===== src/reb_pkg.sv =====
// Shared types, codes, constants and the quadrature step table of the encoder front end.
package reb_pkg;

    localparam logic [1:0] CMD_ENCODER = 2'd0;
    localparam logic [1:0] CMD_POLL    = 2'd1;
    localparam logic [1:0] CMD_READ    = 2'd2;
    localparam logic [1:0] CMD_CLEAR   = 2'd3;

    localparam logic [1:0] REG_DEBOUNCE   = 2'd0;
    localparam logic [1:0] REG_LONG_PRESS = 2'd1;
    localparam logic [1:0] REG_VLONG      = 2'd2;
    localparam logic [1:0] REG_WINDOW     = 2'd3;

    localparam logic [15:0] DEBOUNCE_RESET   = 16'd30;
    localparam logic [15:0] LONG_PRESS_RESET = 16'd800;
    localparam logic [15:0] VLONG_RESET      = 16'd2000;
    localparam logic [15:0] WINDOW_RESET     = 16'd400;
    localparam logic [15:0] WINDOW_MIN_MS    = 16'd120;

    localparam logic [31:0] SPEED_RESET  = 32'd350;
    localparam logic [31:0] CLICK_MIN_MS = 32'd35;

    localparam int ACCEL_LIMIT = 96;

    localparam logic [5:0] DIR_CW  = 6'h10;
    localparam logic [5:0] DIR_CCW = 6'h20;

    localparam int FLAG_SINGLE = 0;
    localparam int FLAG_DOUBLE = 1;
    localparam int FLAG_TRIPLE = 2;
    localparam int FLAG_LONG   = 3;
    localparam int FLAG_VLONG  = 4;

    typedef struct packed {
        logic [1:0]  cmd;
        logic [31:0] now_ms;
        logic        pin_a;
        logic        pin_b;
        logic        button_raw;
    } reb_item_t;

    typedef struct packed {
        logic [15:0] debounce_ms;
        logic [15:0] long_press_ms;
        logic [15:0] very_long_press_ms;
        logic [15:0] multi_click_window_ms;
    } reb_cfg_t;

    typedef struct packed {
        logic step_emit;
    } reb_enc_status_t;

    typedef struct packed {
        logic stable_next;
        logic press_abort;
    } reb_btn_status_t;

    function automatic logic [5:0] step_lookup(input logic [2:0] row, input logic [1:0] col);
        logic [5:0] result;
        result = 6'h00;
        case ({row, col})
            5'b000_01: result = 6'd2;
            5'b000_10: result = 6'd4;
            5'b001_00: result = 6'd3;
            5'b001_10: result = 6'd1;
            5'b001_11: result = DIR_CW;
            5'b010_00: result = 6'd3;
            5'b010_01: result = 6'd2;
            5'b011_00: result = 6'd3;
            5'b011_01: result = 6'd2;
            5'b011_10: result = 6'd1;
            5'b100_00: result = 6'd6;
            5'b100_10: result = 6'd4;
            5'b101_00: result = 6'd6;
            5'b101_01: result = 6'd5;
            5'b101_11: result = DIR_CCW;
            5'b110_00: result = 6'd6;
            5'b110_01: result = 6'd5;
            5'b110_10: result = 6'd4;
            default:   result = 6'h00;
        endcase
        return result;
    endfunction

endpackage


===== src/reb_encoder.sv =====
// Quadrature step decoder with speed filter, acceleration factor and saturating sum.
module reb_encoder
#(
    parameter int ACCEL_LIMIT = reb_pkg::ACCEL_LIMIT
)
(
    input  logic                     clk,
    input  logic                     rst_n,
    input  logic                     proc,
    input  reb_pkg::reb_item_t       item,
    output logic signed [7:0]        accel_sum,
    output reb_pkg::reb_enc_status_t status
);

    localparam logic signed [9:0] LIMIT_POS = 10'(ACCEL_LIMIT);
    localparam logic signed [9:0] LIMIT_NEG = -10'(ACCEL_LIMIT);

    logic [2:0]         quad_state_reg;
    logic [2:0]         quad_state_next;
    logic [31:0]        last_step_time_reg;
    logic [31:0]        speed_filter_reg;
    logic [31:0]        speed_filter_next;
    logic signed [7:0]  accel_sum_reg;
    logic signed [7:0]  accel_sum_next;
    logic [2:0]         row;
    logic [5:0]         lookup;
    logic               is_cw;
    logic               is_ccw;
    logic [31:0]        elapsed;
    logic [31:0]        filter_sum;
    logic [4:0]         factor;
    logic signed [9:0]  sum_wide;
    logic               enc_item;

    assign enc_item = proc && (item.cmd == reb_pkg::CMD_ENCODER);
    assign row      = (quad_state_reg == 3'd7) ? 3'd0 : quad_state_reg;
    assign lookup   = reb_pkg::step_lookup(row, {item.pin_b, item.pin_a});
    assign is_cw    = (lookup & 6'h30) == reb_pkg::DIR_CW;
    assign is_ccw   = (lookup & 6'h30) == reb_pkg::DIR_CCW;
    assign quad_state_next = lookup[2:0];

    assign elapsed           = item.now_ms - last_step_time_reg;
    assign filter_sum        = speed_filter_reg + {speed_filter_reg[30:0], 1'b0} + elapsed;
    assign speed_filter_next = {2'b00, filter_sum[31:2]};

    always_comb
    begin
        if (speed_filter_next < 32'd25)
            factor = 5'd16;
        else if (speed_filter_next < 32'd35)
            factor = 5'd8;
        else if (speed_filter_next < 32'd45)
            factor = 5'd4;
        else if (speed_filter_next < 32'd60)
            factor = 5'd2;
        else
            factor = 5'd1;
    end

    always_comb
    begin
        if (is_cw)
            sum_wide = 10'(accel_sum_reg) + $signed({5'b00000, factor});
        else
            sum_wide = 10'(accel_sum_reg) - $signed({5'b00000, factor});
        if (sum_wide > LIMIT_POS)
            accel_sum_next = LIMIT_POS[7:0];
        else if (sum_wide < LIMIT_NEG)
            accel_sum_next = LIMIT_NEG[7:0];
        else
            accel_sum_next = sum_wide[7:0];
    end

    always_ff @(posedge clk or negedge rst_n)
    begin
        if (!rst_n)
        begin
            quad_state_reg     <= 3'd0;
            last_step_time_reg <= 32'd0;
            speed_filter_reg   <= reb_pkg::SPEED_RESET;
            accel_sum_reg      <= 8'sd0;
        end
        else if (enc_item)
        begin
            quad_state_reg <= quad_state_next;
            if (is_cw || is_ccw)
            begin
                last_step_time_reg <= item.now_ms;
                speed_filter_reg   <= speed_filter_next;
                accel_sum_reg      <= accel_sum_next;
            end
        end
        else if (proc && (item.cmd == reb_pkg::CMD_READ))
        begin
            accel_sum_reg <= 8'sd0;
        end
    end

    assign accel_sum        = accel_sum_reg;
    assign status.step_emit = enc_item && (is_cw || is_ccw);

endmodule


===== src/reb_button.sv =====
// Button debounce, click counting, long press detection and event flags.
module reb_button
(
    input  logic                     clk,
    input  logic                     rst_n,
    input  logic                     proc,
    input  reb_pkg::reb_item_t       item,
    input  reb_pkg::reb_cfg_t        cfg,
    input  reb_pkg::reb_enc_status_t enc_status,
    output logic [4:0]               event_flags,
    output reb_pkg::reb_btn_status_t status
);

    logic        rotated_reg;
    logic        rotated_next;
    logic        last_raw_reg;
    logic        stable_reg;
    logic        stable_next;
    logic [31:0] debounce_start_reg;
    logic [31:0] debounce_start_next;
    logic [31:0] press_start_reg;
    logic [31:0] press_start_next;
    logic        long_reg;
    logic        long_next;
    logic        vlong_reg;
    logic        vlong_next;
    logic [1:0]  clicks_reg;
    logic [1:0]  clicks_next;
    logic [31:0] last_release_reg;
    logic [31:0] last_release_next;
    logic [4:0]  flags_reg;
    logic [4:0]  flags_next;
    logic        press_abort;
    logic        poll_item;
    logic [31:0] held;

    assign poll_item = proc && (item.cmd == reb_pkg::CMD_POLL);

    always_comb
    begin
        debounce_start_next = debounce_start_reg;
        stable_next         = stable_reg;
        press_start_next    = press_start_reg;
        long_next           = long_reg;
        vlong_next          = vlong_reg;
        rotated_next        = rotated_reg;
        clicks_next         = clicks_reg;
        last_release_next   = last_release_reg;
        flags_next          = flags_reg;
        press_abort         = 1'b0;
        held                = 32'd0;

        if (item.button_raw != last_raw_reg)
            debounce_start_next = item.now_ms;

        if (((item.now_ms - debounce_start_next) > {16'd0, cfg.debounce_ms})
            && (item.button_raw != stable_reg))
        begin
            stable_next = item.button_raw;
            if (!item.button_raw)
            begin
                press_start_next = item.now_ms;
                long_next        = 1'b0;
                vlong_next       = 1'b0;
                rotated_next     = 1'b0;
                press_abort      = 1'b1;
            end
            else if (!rotated_reg && !long_reg && !vlong_reg
                     && ((item.now_ms - press_start_reg) > reb_pkg::CLICK_MIN_MS))
            begin
                if (clicks_reg != 2'd3)
                    clicks_next = clicks_reg + 2'd1;
                last_release_next = item.now_ms;
            end
        end

        if (!stable_next && !rotated_next)
        begin
            held = item.now_ms - press_start_next;
            if (!long_next && (held >= {16'd0, cfg.long_press_ms}))
            begin
                long_next = 1'b1;
                flags_next[reb_pkg::FLAG_LONG] = 1'b1;
            end
            if (!vlong_next && (held >= {16'd0, cfg.very_long_press_ms}))
            begin
                vlong_next = 1'b1;
                flags_next[reb_pkg::FLAG_VLONG] = 1'b1;
            end
        end

        if (!(!stable_next && rotated_next) && (clicks_next != 2'd0)
            && ((item.now_ms - last_release_next) >= {16'd0, cfg.multi_click_window_ms}))
        begin
            case (clicks_next)
                2'd3:    flags_next[reb_pkg::FLAG_TRIPLE] = 1'b1;
                2'd2:    flags_next[reb_pkg::FLAG_DOUBLE] = 1'b1;
                default: flags_next[reb_pkg::FLAG_SINGLE] = 1'b1;
            endcase
            clicks_next = 2'd0;
        end
    end

    always_ff @(posedge clk or negedge rst_n)
    begin
        if (!rst_n)
        begin
            rotated_reg        <= 1'b0;
            last_raw_reg       <= 1'b1;
            stable_reg         <= 1'b1;
            debounce_start_reg <= 32'd0;
            press_start_reg    <= 32'd0;
            long_reg           <= 1'b0;
            vlong_reg          <= 1'b0;
            clicks_reg         <= 2'd0;
            last_release_reg   <= 32'd0;
            flags_reg          <= 5'd0;
        end
        else if (poll_item)
        begin
            rotated_reg        <= rotated_next;
            last_raw_reg       <= item.button_raw;
            stable_reg         <= stable_next;
            debounce_start_reg <= debounce_start_next;
            press_start_reg    <= press_start_next;
            long_reg           <= long_next;
            vlong_reg          <= vlong_next;
            clicks_reg         <= clicks_next;
            last_release_reg   <= last_release_next;
            flags_reg          <= flags_next;
        end
        else if (proc && (item.cmd == reb_pkg::CMD_READ))
        begin
            flags_reg <= 5'd0;
        end
        else if (enc_status.step_emit && !item.button_raw)
        begin
            rotated_reg <= 1'b1;
        end
    end

    assign event_flags        = flags_reg;
    assign status.stable_next = poll_item ? stable_next : stable_reg;
    assign status.press_abort = poll_item && press_abort;

endmodule


===== src/rotary_encoder_button_input.sv =====
// A beat passes the input register, then the result register.
// Throughput: one beat per cycle while out_stall is low; the input register takes a beat
// while a result waits. Stalls on the result side hold both registers; in_stall rises only
// when both are full. Reset (rst_n, asynchronous, active low) clears all decoder, button and
// event state and loads the configuration registers with their default values.
module rotary_encoder_button_input
#(
    parameter int ACCEL_LIMIT = reb_pkg::ACCEL_LIMIT
)
(
    input  logic              clk,
    input  logic              rst_n,
    input  logic              in_valid,
    output logic              in_stall,
    input  logic [1:0]        cmd,
    input  logic [31:0]       now_ms,
    input  logic              pin_a,
    input  logic              pin_b,
    input  logic              button_raw,
    output logic              out_valid,
    input  logic              out_stall,
    output logic signed [7:0] delta,
    output logic              single_click,
    output logic              double_click,
    output logic              triple_click,
    output logic              long_press,
    output logic              very_long_press,
    output logic              abort,
    output logic              button_held,
    input  logic              cfg_valid,
    output logic              cfg_ready,
    input  logic [1:0]        cfg_index,
    input  logic [15:0]       cfg_data
);

    reb_pkg::reb_item_t       item_reg;
    logic                     in_valid_reg;
    reb_pkg::reb_cfg_t        cfg_reg;
    reb_pkg::reb_enc_status_t enc_status;
    reb_pkg::reb_btn_status_t btn_status;
    logic signed [7:0]        accel_sum;
    logic [4:0]               event_flags;
    logic                     abort_flag_reg;
    logic                     proc;
    logic                     in_take;
    logic                     is_read;
    logic                     out_valid_reg;
    logic signed [7:0]        delta_reg;
    logic [4:0]               flags_out_reg;
    logic                     abort_reg;
    logic                     held_reg;

    assign in_stall  = in_valid_reg && out_valid_reg && out_stall;
    assign in_take   = in_valid && !in_stall;
    assign proc      = in_valid_reg && !(out_valid_reg && out_stall);
    assign is_read   = item_reg.cmd == reb_pkg::CMD_READ;
    assign cfg_ready = 1'b1;

    always_ff @(posedge clk or negedge rst_n)
    begin
        if (!rst_n)
        begin
            in_valid_reg <= 1'b0;
        end
        else if (in_take)
        begin
            in_valid_reg <= 1'b1;
        end
        else if (proc)
        begin
            in_valid_reg <= 1'b0;
        end
    end

    always_ff @(posedge clk)
    begin
        if (in_take)
        begin
            item_reg.cmd        <= cmd;
            item_reg.now_ms     <= now_ms;
            item_reg.pin_a      <= pin_a;
            item_reg.pin_b      <= pin_b;
            item_reg.button_raw <= button_raw;
        end
    end

    always_ff @(posedge clk or negedge rst_n)
    begin
        if (!rst_n)
        begin
            cfg_reg.debounce_ms           <= reb_pkg::DEBOUNCE_RESET;
            cfg_reg.long_press_ms         <= reb_pkg::LONG_PRESS_RESET;
            cfg_reg.very_long_press_ms    <= reb_pkg::VLONG_RESET;
            cfg_reg.multi_click_window_ms <= reb_pkg::WINDOW_RESET;
        end
        else if (cfg_valid && cfg_ready)
        begin
            unique case (cfg_index)
                reb_pkg::REG_DEBOUNCE:   cfg_reg.debounce_ms        <= cfg_data;
                reb_pkg::REG_LONG_PRESS: cfg_reg.long_press_ms      <= cfg_data;
                reb_pkg::REG_VLONG:      cfg_reg.very_long_press_ms <= cfg_data;
                reb_pkg::REG_WINDOW:
                    cfg_reg.multi_click_window_ms <= (cfg_data < reb_pkg::WINDOW_MIN_MS)
                                                     ? reb_pkg::WINDOW_MIN_MS : cfg_data;
                default: ;
            endcase
        end
    end

    reb_encoder
    #(
        .ACCEL_LIMIT (ACCEL_LIMIT)
    )
    u_encoder
    (
        .clk       (clk),
        .rst_n     (rst_n),
        .proc      (proc),
        .item      (item_reg),
        .accel_sum (accel_sum),
        .status    (enc_status)
    );

    reb_button u_button
    (
        .clk         (clk),
        .rst_n       (rst_n),
        .proc        (proc),
        .item        (item_reg),
        .cfg         (cfg_reg),
        .enc_status  (enc_status),
        .event_flags (event_flags),
        .status      (btn_status)
    );

    always_ff @(posedge clk or negedge rst_n)
    begin
        if (!rst_n)
        begin
            abort_flag_reg <= 1'b0;
        end
        else if (proc)
        begin
            if (enc_status.step_emit || btn_status.press_abort)
                abort_flag_reg <= 1'b1;
            else if (item_reg.cmd == reb_pkg::CMD_CLEAR)
                abort_flag_reg <= 1'b0;
            else if (is_read && item_reg.button_raw)
                abort_flag_reg <= 1'b0;
        end
    end

    always_ff @(posedge clk or negedge rst_n)
    begin
        if (!rst_n)
        begin
            out_valid_reg <= 1'b0;
        end
        else if (proc)
        begin
            out_valid_reg <= 1'b1;
        end
        else if (!out_stall)
        begin
            out_valid_reg <= 1'b0;
        end
    end

    always_ff @(posedge clk)
    begin
        if (proc)
        begin
            delta_reg     <= is_read ? accel_sum : 8'sd0;
            flags_out_reg <= is_read ? event_flags : 5'd0;
            abort_reg     <= is_read && (!item_reg.button_raw || abort_flag_reg);
            held_reg      <= !btn_status.stable_next;
        end
    end

    assign out_valid       = out_valid_reg;
    assign delta           = delta_reg;
    assign single_click    = flags_out_reg[reb_pkg::FLAG_SINGLE];
    assign double_click    = flags_out_reg[reb_pkg::FLAG_DOUBLE];
    assign triple_click    = flags_out_reg[reb_pkg::FLAG_TRIPLE];
    assign very_long_press = flags_out_reg[reb_pkg::FLAG_VLONG];
    assign long_press      = flags_out_reg[reb_pkg::FLAG_LONG]
                             && !flags_out_reg[reb_pkg::FLAG_VLONG];
    assign abort           = abort_reg;
    assign button_held     = held_reg;

`ifndef SYNTH
    a_stall_needs_full_output: assert property (@(posedge clk) disable iff (!rst_n)
        in_stall |-> (out_valid && out_stall))
        else $error("input stalled while the result register could drain");

    a_long_excludes_vlong: assert property (@(posedge clk) disable iff (!rst_n)
        out_valid |-> !(long_press && very_long_press))
        else $error("long and very long press reported in the same beat");

    a_delta_in_range: assert property (@(posedge clk) disable iff (!rst_n)
        out_valid |-> (($signed(delta) <= 8'(ACCEL_LIMIT))
                       && ($signed(delta) >= -8'(ACCEL_LIMIT))))
        else $error("encoder sum beyond its saturation limit");

    a_held_result_kept: assert property (@(posedge clk) disable iff (!rst_n)
        (out_valid && out_stall) |=> (out_valid && $stable(delta) && $stable(abort)))
        else $error("stalled result changed");
`endif

endmodule


===== config.mk =====
export PLATFORM = sky130hd
export DESIGN_NAME = rotary_encoder_button_input
export DESIGN_NICKNAME = d
export VERILOG_FILES = /design/src/reb_pkg.sv /design/src/reb_encoder.sv /design/src/reb_button.sv /design/src/rotary_encoder_button_input.sv
export SDC_FILE = /design/constraint.sdc
export NUM_CORES = 1
export LEC_CHECK = 0
export BUFFER_PORTS_ARGS = -buffer_cell sky130_fd_sc_hd__buf_4
export CAP_MARGIN = 20
export CELL_PAD_IN_SITES_DETAIL_PLACEMENT = 0
export CELL_PAD_IN_SITES_GLOBAL_PLACEMENT = 1
export CORE_MARGIN = 2
export CORE_UTILIZATION = 40
export DETAILED_ROUTE_END_ITERATION = 7
export PLACE_DENSITY = 0.66
export SLEW_MARGIN = 10
export SYNTH_ARGS = -nofsm -noshare
export SYNTH_HDL_FRONTEND = slang
export SYNTH_HIERARCHICAL = 1
export SYNTH_SLANG_ARGS = --single-unit
export TNS_END_PERCENT = 5

===== constraint.sdc =====
create_clock -name clk -period 31.5 [get_ports clk]
set_input_delay 9.45 -clock clk [delete_from_list [all_inputs] [get_ports clk]]
set_output_delay 9.45 -clock clk [all_outputs]
set_load 0.05 [all_outputs]

==> Yosys cells after proc, flatten, opt, wreduce, memory -nomap -nowiden <==
Memories as Yosys holds them, arrays and structs flattened.
Index checks and enable logic that the tools add are counted.
{ "word_totals": {"register_bits": 300, "romBits": 160, "output_inout_bits": 18, "wordCells": 199, "memories": 1} }
{ "op_classes": {"add_sub_neg": 10, "magnitude_cmp": 12, "n_eq_ne": 24, "muxes": 56, "reduce_logical": 62} }
{ "memory_table": {"columns": ["name", "words", "word_bits", "rd", "rd_clocked_by_memory_dff", "wr", "line", "rtl"], "rows": [
  ["(no name shown)", 32, 5, 1, 0, 0, "reb_pkg.sv:61", "case ({row, col})"]
]} }
{ "op_table": {"columns": ["cell", "n"], "rows": [
  ["$mux W32", 6],
  ["$sub A32 B32 Y32", 5],
  ["$ge A32 B16 Y1", 3],
  ["$lt A30 B6 Y1 const B", 3],
  ["$mux W8", 5],
  ["$add A30 B31 Y32", 1],
  ["$add A32 B32 Y32", 1],
  ["$gt A32 B16 Y1", 1],
  ["$gt A32 B6 Y1 const B", 1],
  ["$lt A30 B5 Y1 const B", 1],
  ["$mux W1", 29],
  ["$mux W5", 5],
  ["$logic_and A1 B1 Y1", 24],
  ["$ne A2 B2 Y1 const B", 9],
  ["$lt A16 B7 Y1 const B", 1],
  ["$mux W16", 1],
  ["$reduce_and A2 Y1", 8],
  ["$reduce_and A3 Y1", 5],
  ["$eq A2 B2 Y1 const B", 7],
  ["$mux W2", 7],
  ["$logic_not A1 Y1", 13],
  ["$gt A10 B8 Y1 const B", 1],
  ["$lt A10 B8 Y1 const B", 1],
  ["$mux W10", 1],
  ["13 further kinds", 25]
]} }

==> Longest topological paths before layout <==
Gate-level depths: netlist of the first run.
{ "logic_depth": {"ltp_word": 14, "ltp_mapped": 56} }

==> By module <==
The synthesis of the first run kept the hierarchy.
{ "by_module_without_submodules": {"columns": ["module", "n_inst", "cells_per_inst", "area_per_inst_um2"], "rows": [
  ["reb_button", 1, 1860, 14071.0],
  ["reb_encoder", 1, 872, 7253.2],
  ["rotary_encoder_button_input", 1, 263, 4311.6]
]} }

==> Least setup slack after synthesis of the first run <==
Ideal clock, no wire load.
{ "synth_timing": {"path_type": "input to output", "start": "input port out_stall", "end": "output port in_stall", "arrival_ns": 9.886, "slack_ns": 12.164, "path_stages": 2, "path_buffers": 0, "path_cell_list": "nand3_1 > inv_1"} }
{ "synth_between": {"elab_chain_len": 1} }
{ "synth_lines": {"columns": ["item", "line", "rtl"], "rows": [
  ["from (decl)", "rotary_encoder_button_input.sv:21", "input logic out_stall,"],
  ["$logic_and A1 B1 Y1", "rotary_encoder_button_input.sv:53", "assign in_stall = in_valid_reg && out_valid_reg && out_stall;"],
  ["to (decl)", "rotary_encoder_button_input.sv:14", "output logic in_stall,"]
]} }
No other way between the ends.

==> Worst setup path after layout of the first run <==
Ends and elaborated chain as after synthesis.

==> metrics.cfg, run 1 <==
[timing]
finalMaxSlewViolations = 0
min_period_ps = 19360
finalSetupViolations = 0
tns_ps = 0
max_slew_margin_pct = 26.7
setup_slack_ps = 12140
hold_viol = 0
rsz0062_at_grt = false
hold_slack_ps = 460
worstMarginPinSlew_ps = 1090
finalClockSkew_ps = 18.3
max_freq_mhz = 51.7
finalCritPeriodShare_pct = 61.5

[worst_hold_path]
hold_start = cfg_reg[7]
hold_class = reg2reg

[clock_tree]
postCtsSetupBuffers = 0
clk_pin_slew_worst_paths_ps = 60
post_cts_resize_count = 0
clk_latency_ps = 560
cts_max_level = 2
cts_tree = done
cts_root_buf = clkbuf_16
clock-sinks = 300
ctsHoldBuffers = 0
cts.path.max_buffers = 3
cts_made_buffers = 40

[final_layout]
largest_register_ff_count = 64
drive_gt1_share_pct = 10.8
nFillCells = 6232
areaGrowthSynthToFinish_pct = 10.8
n_antenna_cell = 0
nNetsFinal = 3378

[die]
core_sq_um = 63200
num_rows = 92
die_h_microns = 257
initial_utilization_pct = 40.6
die_area_sq_um = 66100
die_w_microns = 257
boundaryPins = 78

[synth]
netlist_area_sq_um = 25600
synth.largest_area_cell = dfrtp_1
synth.distinct_cells = 113
ys_warn_count = 6
synthTopCellsByCount = 329 x nand2_1, 327 x inv_1, 253 x o21ai_0, 229 x a21oi_1, 224 x dfrtp_1
syn_nets = 3336
ys_async_sr_fraction_pct = 82.7
netlist_instances = 2995
synthFlopType = dfrtp_1
syn_avg_cell_area_sq_um = 8.56
synth.most_common_cell = nand2_1
synth_area_leaders = dfrtp_1 22%, ha_1 11%, edfxtp_1 6.1%
synth_top_area_share_pct = 21.9
synth-edff-count = 52
ys_seq_area_share_pct = 30.4
ys_ff_latch = 300

[flow_run]
cap_viol_max_count = 0

[critical_path]
worstReg2RegStart = item_reg[0]
endpoint = in_stall
crit_start = out_stall
arrival_ps = 9910
rrSetupSlack_ps = 18630
worst_setup_path_end_kind = output port
worstPathRequired_ps = 22050
r2r_end = u_button/event_flags[2]
r2r_cells = 44
critical_path_class = in2out
cp_max_fo = 3
cp-start-kind = input pin

[pwr]
p_sw_uw = 1770
vdd_drop_max_mv = 0.0980
leakagePower_uw = 0.0130
p_clk_share_pct = 13.4
power_density_nw_per_um2 = 122
finalPower_uw = 3480
sequentialPowerShare_pct = 16.8
internal_power_uw = 1710
p_comb_share_pct = 69.8
p_sw_share_pct = 50.8

[placement]
port_buffers = 76
gp_congestion = 0.895
preCtsSetupSlack_ps = 12140
detailed_place_hpwl_mm = 59.1

[route]
vias = 21900
postRouteAntennaNets = 0
viasPerCell = 5.59
drc = 0
firstDrtPassIters = 7
routedWlPerCell_microns = 19.8
drt-initial-drc-count = 1509
routed_wl_mm = 77.4

[global_route]
grt_pass1_wl_mm = 123
overflow = 0
grt_max_degree = 79
grt_pass1_vias = 21700
grt.total_usage_pct = 23.4
antenna_found_initial = 0

[run_status]
status = finished, final reports clean

worst min-delay path by stage:
stage / endpoint / depth (start not counted)
CTS: cfg_reg[7] / 2
finish: cfg_reg[7] / 2
global placement: cfg_reg[8] / 2
detailed placement: cfg_reg[7] / 2
global route: cfg_reg[8] / 2
floorplan: cfg_reg[7] / 2
power groups by stage:
stage | Clock (uW) | Combinational (uW) | Sequential, uW
final | 465 | 2430 | 585
after global routing | 496 | 2710 | 602
after CTS | 482 | 2420 | 585
after detailed placement | 0 | 2400 | 591
after global placement | 0 | 2370 | 587
after floorplan | 0 | 1780 | 574
final cells by class:
type	instances	area [sq um]	area share [%]
Multi-Input combinational cell	2257	16200	56.9
Clock buffer	58	1170	4.12
Sequential cell	300	7800	27.5
Tap cell	846	1060	3.73
Inverter	329	1230	4.35
Timing Repair Buffer	109	826	2.91
Clock inverter	14	151	0.533
critical path, stage by stage:
cell and delay (ps):
buf_4 100, nand3_1 110, inv_1 70, buf_4 190
through the flow:
step	area, sq um	cells	util (%)
after CTS	28400	3913	44.9
after floorplan	25600	2995	-
after detailed placement	27100	3841	42.8
after global placement	27100	3841	42.8
final	28400	3913	44.9
after global routing	28400	3913	44.9
placed cells by master (no fill, tap or decap), types with 9 or more instances in the layout:
cell type	n
nand2_1	328
inv_1	326
o21ai_0	253
a21oi_1	229
dfrtp_1	224
ha_1	217
nor2_1	172
buf_4	108
mux2_2	79
xnor2_1	67
a21o_1	65
fa_1	64
nand3_1	58
mux2i_1	53
edfxtp_1	52
xor2_1	46
nor3_1	44
nand4_1	43
clkbuf_16	42
nor2b_1	41
nand2b_1	41
o21a_1	30
and3_1	27
and2_1	25
dfstp_2	24
a31oi_1	22
o211ai_1	20
o21bai_1	19
nor4_1	18
o31ai_1	18
or2_2	13
a211oi_1	13
nor3b_1	12
a22o_1	11
clkbuf_1	10
o2111ai_1	10
o31a_1	9
nand3b_1	9
a2111oi_0	9
or4_1	9
routing by layer:
| layer | vias up | track usage, % | share of wire, % | routed length [microns] |
|---|---|---|---|---|
| li1 | 10700 | - | - | - |
| met1 | 10700 | 33.8 | 49 | 37600 |
| met2 | 408 | 37.9 | 46 | 35300 |
| met3 | 89 | 2.37 | 3.8 | 2920 |
| met4 | 0 | 5.25 | 2.0 | 1570 |
| met5 | - | 0 | 0 | 0 |
kinds of logic after synthesis:
family / share of synthesized area, %
AND/OR/NAND/NOR: 16.9
AO/OA/AOI/OAI: 20.5
buffers and inverters: 6.65
flip-flops: 30.4
adder cells (fa/ha/maj): 15.9
multiplexers: 5.58
XOR/XNOR: 3.99
other: 0.0146
Note: power is estimated with default switching activity, not from simulation.
==> run 2, diff against run 1 <==
--- a/config.mk
+++ b/config.mk
@@ -12,7 +12,7 @@
 export CORE_MARGIN = 2
 export CORE_UTILIZATION = 40
 export DETAILED_ROUTE_END_ITERATION = 7
-export PLACE_DENSITY = 0.66
+export PLACE_DENSITY = 0.69
 export SLEW_MARGIN = 10
 export SYNTH_ARGS = -nofsm -noshare
 export SYNTH_HDL_FRONTEND = slang
==> constraint.sdc (replaced) <==
create_clock -name clk -period 16.79 [get_ports clk]
set_input_delay 5.037 -clock clk [delete_from_list [all_inputs] [get_ports clk]]
set_output_delay 5.037 -clock clk [all_outputs]
set_load 0.05 [all_outputs]
==> run 2 against run 1 <==
First-iteration DRC count rose by 1.6%. Cell count rose by 0.10%. Clock skew rose by 22 ps. Clock power rose by 97%.
==> metrics.cfg, run 2 (same netlist as run 1, synthesis figures left out) <==
[global_route]
grt.total_usage_pct = 24.6  ; +1.2 points
grt_pass1_vias = 21900  ; +0.77%
grt_pass1_wl_mm = 128  ; +3.6%
overflow = 0  ; unchanged
grt_max_degree = 131  ; +66%
antenna_found_initial = 1  ; +1

[critical_path]
cp_max_fo = 45  ; +42
cp-start-kind = flip-flop
rrSetupSlack_ps = 5160  ; -13470 ps
arrival_ps = 12100  ; +2190 ps
worst_setup_path_end_kind = flip-flop
crit_top_cell = o21ai_0
slowest_stage = a2111oi_0
worstPathRequired_ps = 17250  ; -4800 ps
r2r_end = u_button/event_flags[2]
r2r_cells = 44  ; unchanged
critical_path_class = reg2reg
worstReg2RegStart = item_reg[0]
cpPeakStageDelay_ps = 790  ; +600 ps

[final_layout]
n_antenna_cell = 0  ; unchanged
final_cell_mix = 328 x nand2_1, 326 x inv_1, 253 x o21ai_0, 229 x a21oi_1, 224 x dfrtp_1
utilization_pct = 45.1  ; +0.19 points
nFillCells = 6181  ; -0.82%
nNetsFinal = 3379  ; +0.030%
largest_register_ff_count = 64  ; unchanged
drive_gt1_share_pct = 11.1  ; +0.31 points
areaGrowthSynthToFinish_pct = 11.2
final_common_cell = nand2_1

[pwr]
power_density_nw_per_um2 = 231  ; +89%
leakagePower_uw = 0.0131  ; +0.35%
vdd_drop_max_mv = 0.157  ; +60%

[clock_tree]
clock-sinks = 300  ; unchanged
post_cts_resize_count = 0  ; unchanged
cts_max_level = 2  ; unchanged
ctsHoldBuffers = 0  ; unchanged
cts.path.max_buffers = 3  ; unchanged
cts_root_buf = clkbuf_16
cts_tree = done
clk_latency_ps = 600  ; +40 ps
cts_made_buffers = 41  ; +2.5%
postCtsSetupBuffers = 0  ; unchanged
clk_pin_slew_worst_paths_ps = 60  ; about the same

[die]
initial_utilization_pct = 40.6  ; unchanged
num_rows = 92  ; unchanged
die_w_microns = 257  ; unchanged
die_h_microns = 257  ; unchanged
boundaryPins = 78  ; unchanged
core_sq_um = 63200  ; unchanged
die_area_sq_um = 66100  ; unchanged

[worst_hold_path]
hold_depth = 2  ; unchanged
whs_endpoint = cfg_reg[8]
hold_class = reg2reg
hold_start = cfg_reg[8]

[route]
vias = 22000  ; +0.61%
postRouteAntennaNets = 0  ; unchanged
routedWlPerCell_microns = 20.9  ; +5.5%
viasPerCell = 5.62  ; +0.51%
firstDrtPassIters = 6  ; -1
routed_wl_mm = 81.8  ; +5.7%
drt-initial-drc-count = 1533  ; +1.6%
drc = 0  ; unchanged

[placement]
detailed_place_hpwl_mm = 63.0  ; +6.6%
port_buffers = 76  ; unchanged
preCtsSetupSlack_ps = 5330  ; -6810 ps
gp_congestion = 0.916  ; +2.3%

[timing]
hold_viol = 0  ; unchanged
max_slew_margin_pct = 26.9  ; +0.20 points
max_freq_mhz = 86.0
setup_slack_ps = 5160  ; -6980 ps
min_period_ps = 11630
finalSetupViolations = 0  ; unchanged
tns_ps = 0  ; unchanged
rsz0062_at_grt = false
finalMaxSlewViolations = 0  ; unchanged
finalClockSkew_ps = 40.5  ; +22.2 ps
worstMarginPinSlew_ps = 1100  ; +6.84 ps
finalCritPeriodShare_pct = 69.3

[run_status]
status = finished, final reports clean

[flow_run]
cap_viol_max_count = 0  ; unchanged

run 2: power by group:
| group | leakage [uW] | switching (uW) | internal (uW) |
|---|---|---|---|
| Combinational | 0.00892 | 2860 | 1720 |
| Sequential | 0.00346 | 145 | 958 |
| Clock | 0.000695 | 371 | 543 |
| Total | 0.0131 | 3370 | 3220 |
run 2: through the flow:
step	power, uW	std cells	area (sq um)	hold WS [ps]
after floorplan	4410	2995	25600	439
after detailed placement	5620	3841	27100	456
after global routing	7180	3917	28500	491
after global placement	5570	3841	27100	450
final	6590	3917	28500	465
after CTS	6590	3917	28500	465
run 2: layout make-up:
type,count,area (sq um),area share [%]
timing repair buffer,109,838,2.94
tap,846,1060,3.71
inverter,329,1230,4.33
clock inverter,23,265,0.930
multi-input combinational,2257,16200,56.7
clock buffer,53,1160,4.08
sequential,300,7800,27.3
run 2: worst max-delay path: cells and delay by family (launching register included):
family	cells	cell delay (ps)
fa+ha+maj	3	870
flops	1	570
xor+xnor	2	370
buf+inv	3	1150
compound gates	22	5850
simple gates	14	2660
run 2: how the worst max path moves through the flow:
stage,to,cells after the start,start,slack (ps)
2_1_floorplan,in_stall,2,out_stall,6280
3_3_place_gp,u_button/event_flags[2],42,item_reg[0],5550
3_5_place_dp,u_button/event_flags[2],44,item_reg[0],5330
4_1_cts,u_button/event_flags[2],44,item_reg[0],5230
5_1_grt,u_button/event_flags[2],44,item_reg[0],4050
6_report,u_button/event_flags[2],44,item_reg[0],5160
run 2: per-layer routing:
layer | up-vias | part of all wire [%] | wire (microns) | track usage (%)
met1 | 10700 | 47 | 38000 | 33.8
li1 | 10700 | - | - | -
met2 | 481 | 46 | 37600 | 40.2
met4 | 0 | 2.7 | 2180 | 6.99
met5 | - | 0 | 0 | 0
met3 | 106 | 4.8 | 3920 | 3.62
==> run 3, diff against run 2 <==
--- a/config.mk
+++ b/config.mk
@@ -12,7 +12,7 @@
 export CORE_MARGIN = 2
 export CORE_UTILIZATION = 40
 export DETAILED_ROUTE_END_ITERATION = 7
-export PLACE_DENSITY = 0.69
+export PLACE_DENSITY = 0.66
 export SLEW_MARGIN = 10
 export SYNTH_ARGS = -nofsm -noshare
 export SYNTH_HDL_FRONTEND = slang
==> constraint.sdc (replaced) <==
create_clock -name clk -period 11.7 [get_ports clk]
set_input_delay 3.51 -clock clk [delete_from_list [all_inputs] [get_ports clk]]
set_output_delay 3.51 -clock clk [all_outputs]
set_load 0.05 [all_outputs]
==> run 3 against run 2 <==
Core utilization is 0.35 points higher. Combinational power grew 45%. Clock power up 46%. Cell count rose by 0.64%. Hold slack improved by 8.6 ps. Power grew 45%. Clock-buffer cell count increased by 2. Register-to-register slack worse by 4200 ps. Sequential power up 45%. Via count rose by 1.3%.
==> metrics.cfg, run 3 (same netlist as run 1, synthesis figures left out) <==
[run_status]
status = finished, final reports clean

[route]
routed_wl_mm = 84.8  ; +3.8%
routedWlPerCell_microns = 21.5  ; +3.1%
vias = 22300  ; +1.3%
viasPerCell = 5.65  ; +0.65%
firstDrtPassIters = 6  ; unchanged
drt-initial-drc-count = 1684  ; +9.8%
postRouteAntennaNets = 0  ; unchanged
drc = 0  ; unchanged

[pwr]
leakagePower_uw = 0.0132  ; +1.1%
vdd_drop_max_mv = 0.213  ; +36%
power_density_nw_per_um2 = 332  ; +44%

[clock_tree]
clock-sinks = 300  ; unchanged
clk_latency_ps = 570  ; -30 ps
cts_root_buf = clkbuf_16
cts.path.max_buffers = 3  ; unchanged
cts_max_level = 2  ; unchanged
clk_pin_slew_worst_paths_ps = 50  ; about the same
cts_made_buffers = 41  ; unchanged
cts_tree = done

[timing]
tns_ps = 0  ; unchanged
min_period_ps = 10710  ; -926 ps
finalClockSkew_ps = 25.4  ; -15.1 ps
finalCritPeriodShare_pct = 91.5  ; +22 points
worstMarginPinSlew_ps = 1090  ; -7.92 ps
hold_slack_ps = 473  ; +8.59 ps
hold_viol = 0  ; unchanged
max_slew_margin_pct = 27.4  ; +0.53 points
finalSetupViolations = 0  ; unchanged
finalMaxSlewViolations = 0  ; unchanged
max_freq_mhz = 93.4  ; +8.6%
rsz0062_at_grt = false

[global_route]
overflow = 0  ; unchanged
grt_max_degree = 82  ; -37%
antenna_found_initial = 0  ; -1
grt_pass1_wl_mm = 132  ; +3.5%
grt.total_usage_pct = 25.6  ; +1.0 points
grt_pass1_vias = 21900  ; -0.041%

[critical_path]
critPathBufInv = 3  ; unchanged
worstPathRequired_ps = 12100  ; -5150 ps
cpLargestDelayFamily = compound AO/OA/AOI/OAI gates
worstReg2RegStart = item_reg[0]
r2r_cells = 45  ; +2.3%
arrival_ps = 11110  ; -990 ps
rrSetupSlack_ps = 990  ; -4160 ps
critical_path_class = reg2reg
crit_start = item_reg[0]
endpoint = u_button/event_flags[3]
cpPeakStageDelay_ps = 730  ; -60 ps
cp.depth = 45  ; +2.3%
slowest_stage = nor4_2
worst_setup_path_end_kind = flip-flop
cp-start-kind = flip-flop
r2r_end = u_button/event_flags[3]
cp_max_fo = 8  ; -82%

[die]
die_w_microns = 257  ; unchanged
die_area_sq_um = 66100  ; unchanged
initial_utilization_pct = 40.6  ; unchanged
num_rows = 92  ; unchanged
core_sq_um = 63200  ; unchanged
die_h_microns = 257  ; unchanged
boundaryPins = 78  ; unchanged

[final_layout]
areaGrowthSynthToFinish_pct = 12.1
final_cell_mix = 328 x nand2_1, 326 x inv_1, 253 x o21ai_0, 227 x a21oi_1, 224 x dfrtp_1
stdcell_area_sq_um = 28700  ; +0.78%
final_common_cell = nand2_1
n_antenna_cell = 0  ; unchanged
stdcell_count = 3942  ; +0.64%
drive_gt1_share_pct = 12.0  ; +0.94 points
largest_register_ff_count = 64  ; unchanged
nNetsFinal = 3405  ; +0.77%

[placement]
place_area_sq_um = 27200  ; +0.43%
port_buffers = 76  ; unchanged
detailed_place_hpwl_mm = 66.8  ; +6.1%
dp_cells = 3859  ; +0.47%
gp_congestion = 0.961  ; +4.9%

[flow_run]
cap_viol_max_count = 0  ; unchanged

[worst_hold_path]
hold_depth = 2  ; unchanged
hold_class = reg2reg

-- run 3: per-layer routing --
| layer | GRT usage (%) | vias to the layer above | share of wire, % |
|---|---|---|---|
| met1 | 37.9 | 11000 | 49 |
| met3 | 2.54 | 85 | 4.0 |
| met5 | 0 | - | 0 |
| met2 | 40.7 | 461 | 45 |
| li1 | - | 10700 | - |
| met4 | 4.88 | 0 | 1.7 |
-- run 3: area by class of cell --
| class | instances | area [sq um] |
|---|---|---|
| fillers | 6208 | 34500 |
| multi-input cells | 2258 | 16200 |
| flip-flops and latches | 300 | 7800 |
| inverters | 329 | 1230 |
| clock buffers | 55 | 1210 |
| well taps | 846 | 1060 |
| repair buffers | 134 | 1020 |
| clock inverters | 20 | 215 |
-- run 3: through the flow --
stage / util, % / power, uW / worst slack (ps)
after global placement: 43.0 / 8090 / 819
after detailed placement: 43.1 / 8140 / 621
final: 45.5 / 9550 / 993
after floorplan: - / 6340 / 1230
after CTS: 45.3 / 9530 / 541
after global routing: 45.5 / 10400 / 58.8
-- run 3: repair_timing --
action / CTS / global route
endpoints found under the setup margin: 0 / 9
hold buffers: 0 / 0
resized for setup: 0 / 6
buffers inserted: 0 / 6
hold endpoints to repair: 0 / 0
-- run 3: how the worst min path moves through the flow --
| stage | startpoint | to |
|---|---|---|
| after CTS | cfg_reg[7] | cfg_reg[7] |
| final | cfg_reg[8] | cfg_reg[8] |
| after global routing | u_button/last_release_reg[22] | u_button/last_release_reg[22] |
| after global placement | in_valid_reg | out_valid |
| after detailed placement | cfg_reg[7] | cfg_reg[7] |
| after floorplan | cfg_reg[7] | cfg_reg[7] |
-- run 3: worst reg2reg max path: cells and delay by family, from the launching register on --
family	cells	cell delay, ps
flops	1	360
simple gates	16	3820
fa+ha+maj	5	1360
buf+inv	3	320
compound gates	18	4020
xor+xnor	3	660
-- run 3: where the power goes --
part	total [uW]	internal (uW)	leakage (uW)	switching, uW
combinational	6630	2500	0.00905	4120
clock	1330	816	0.000706	511
sequential	1600	1380	0.00346	223
total	9550	4690	0.0132	4860
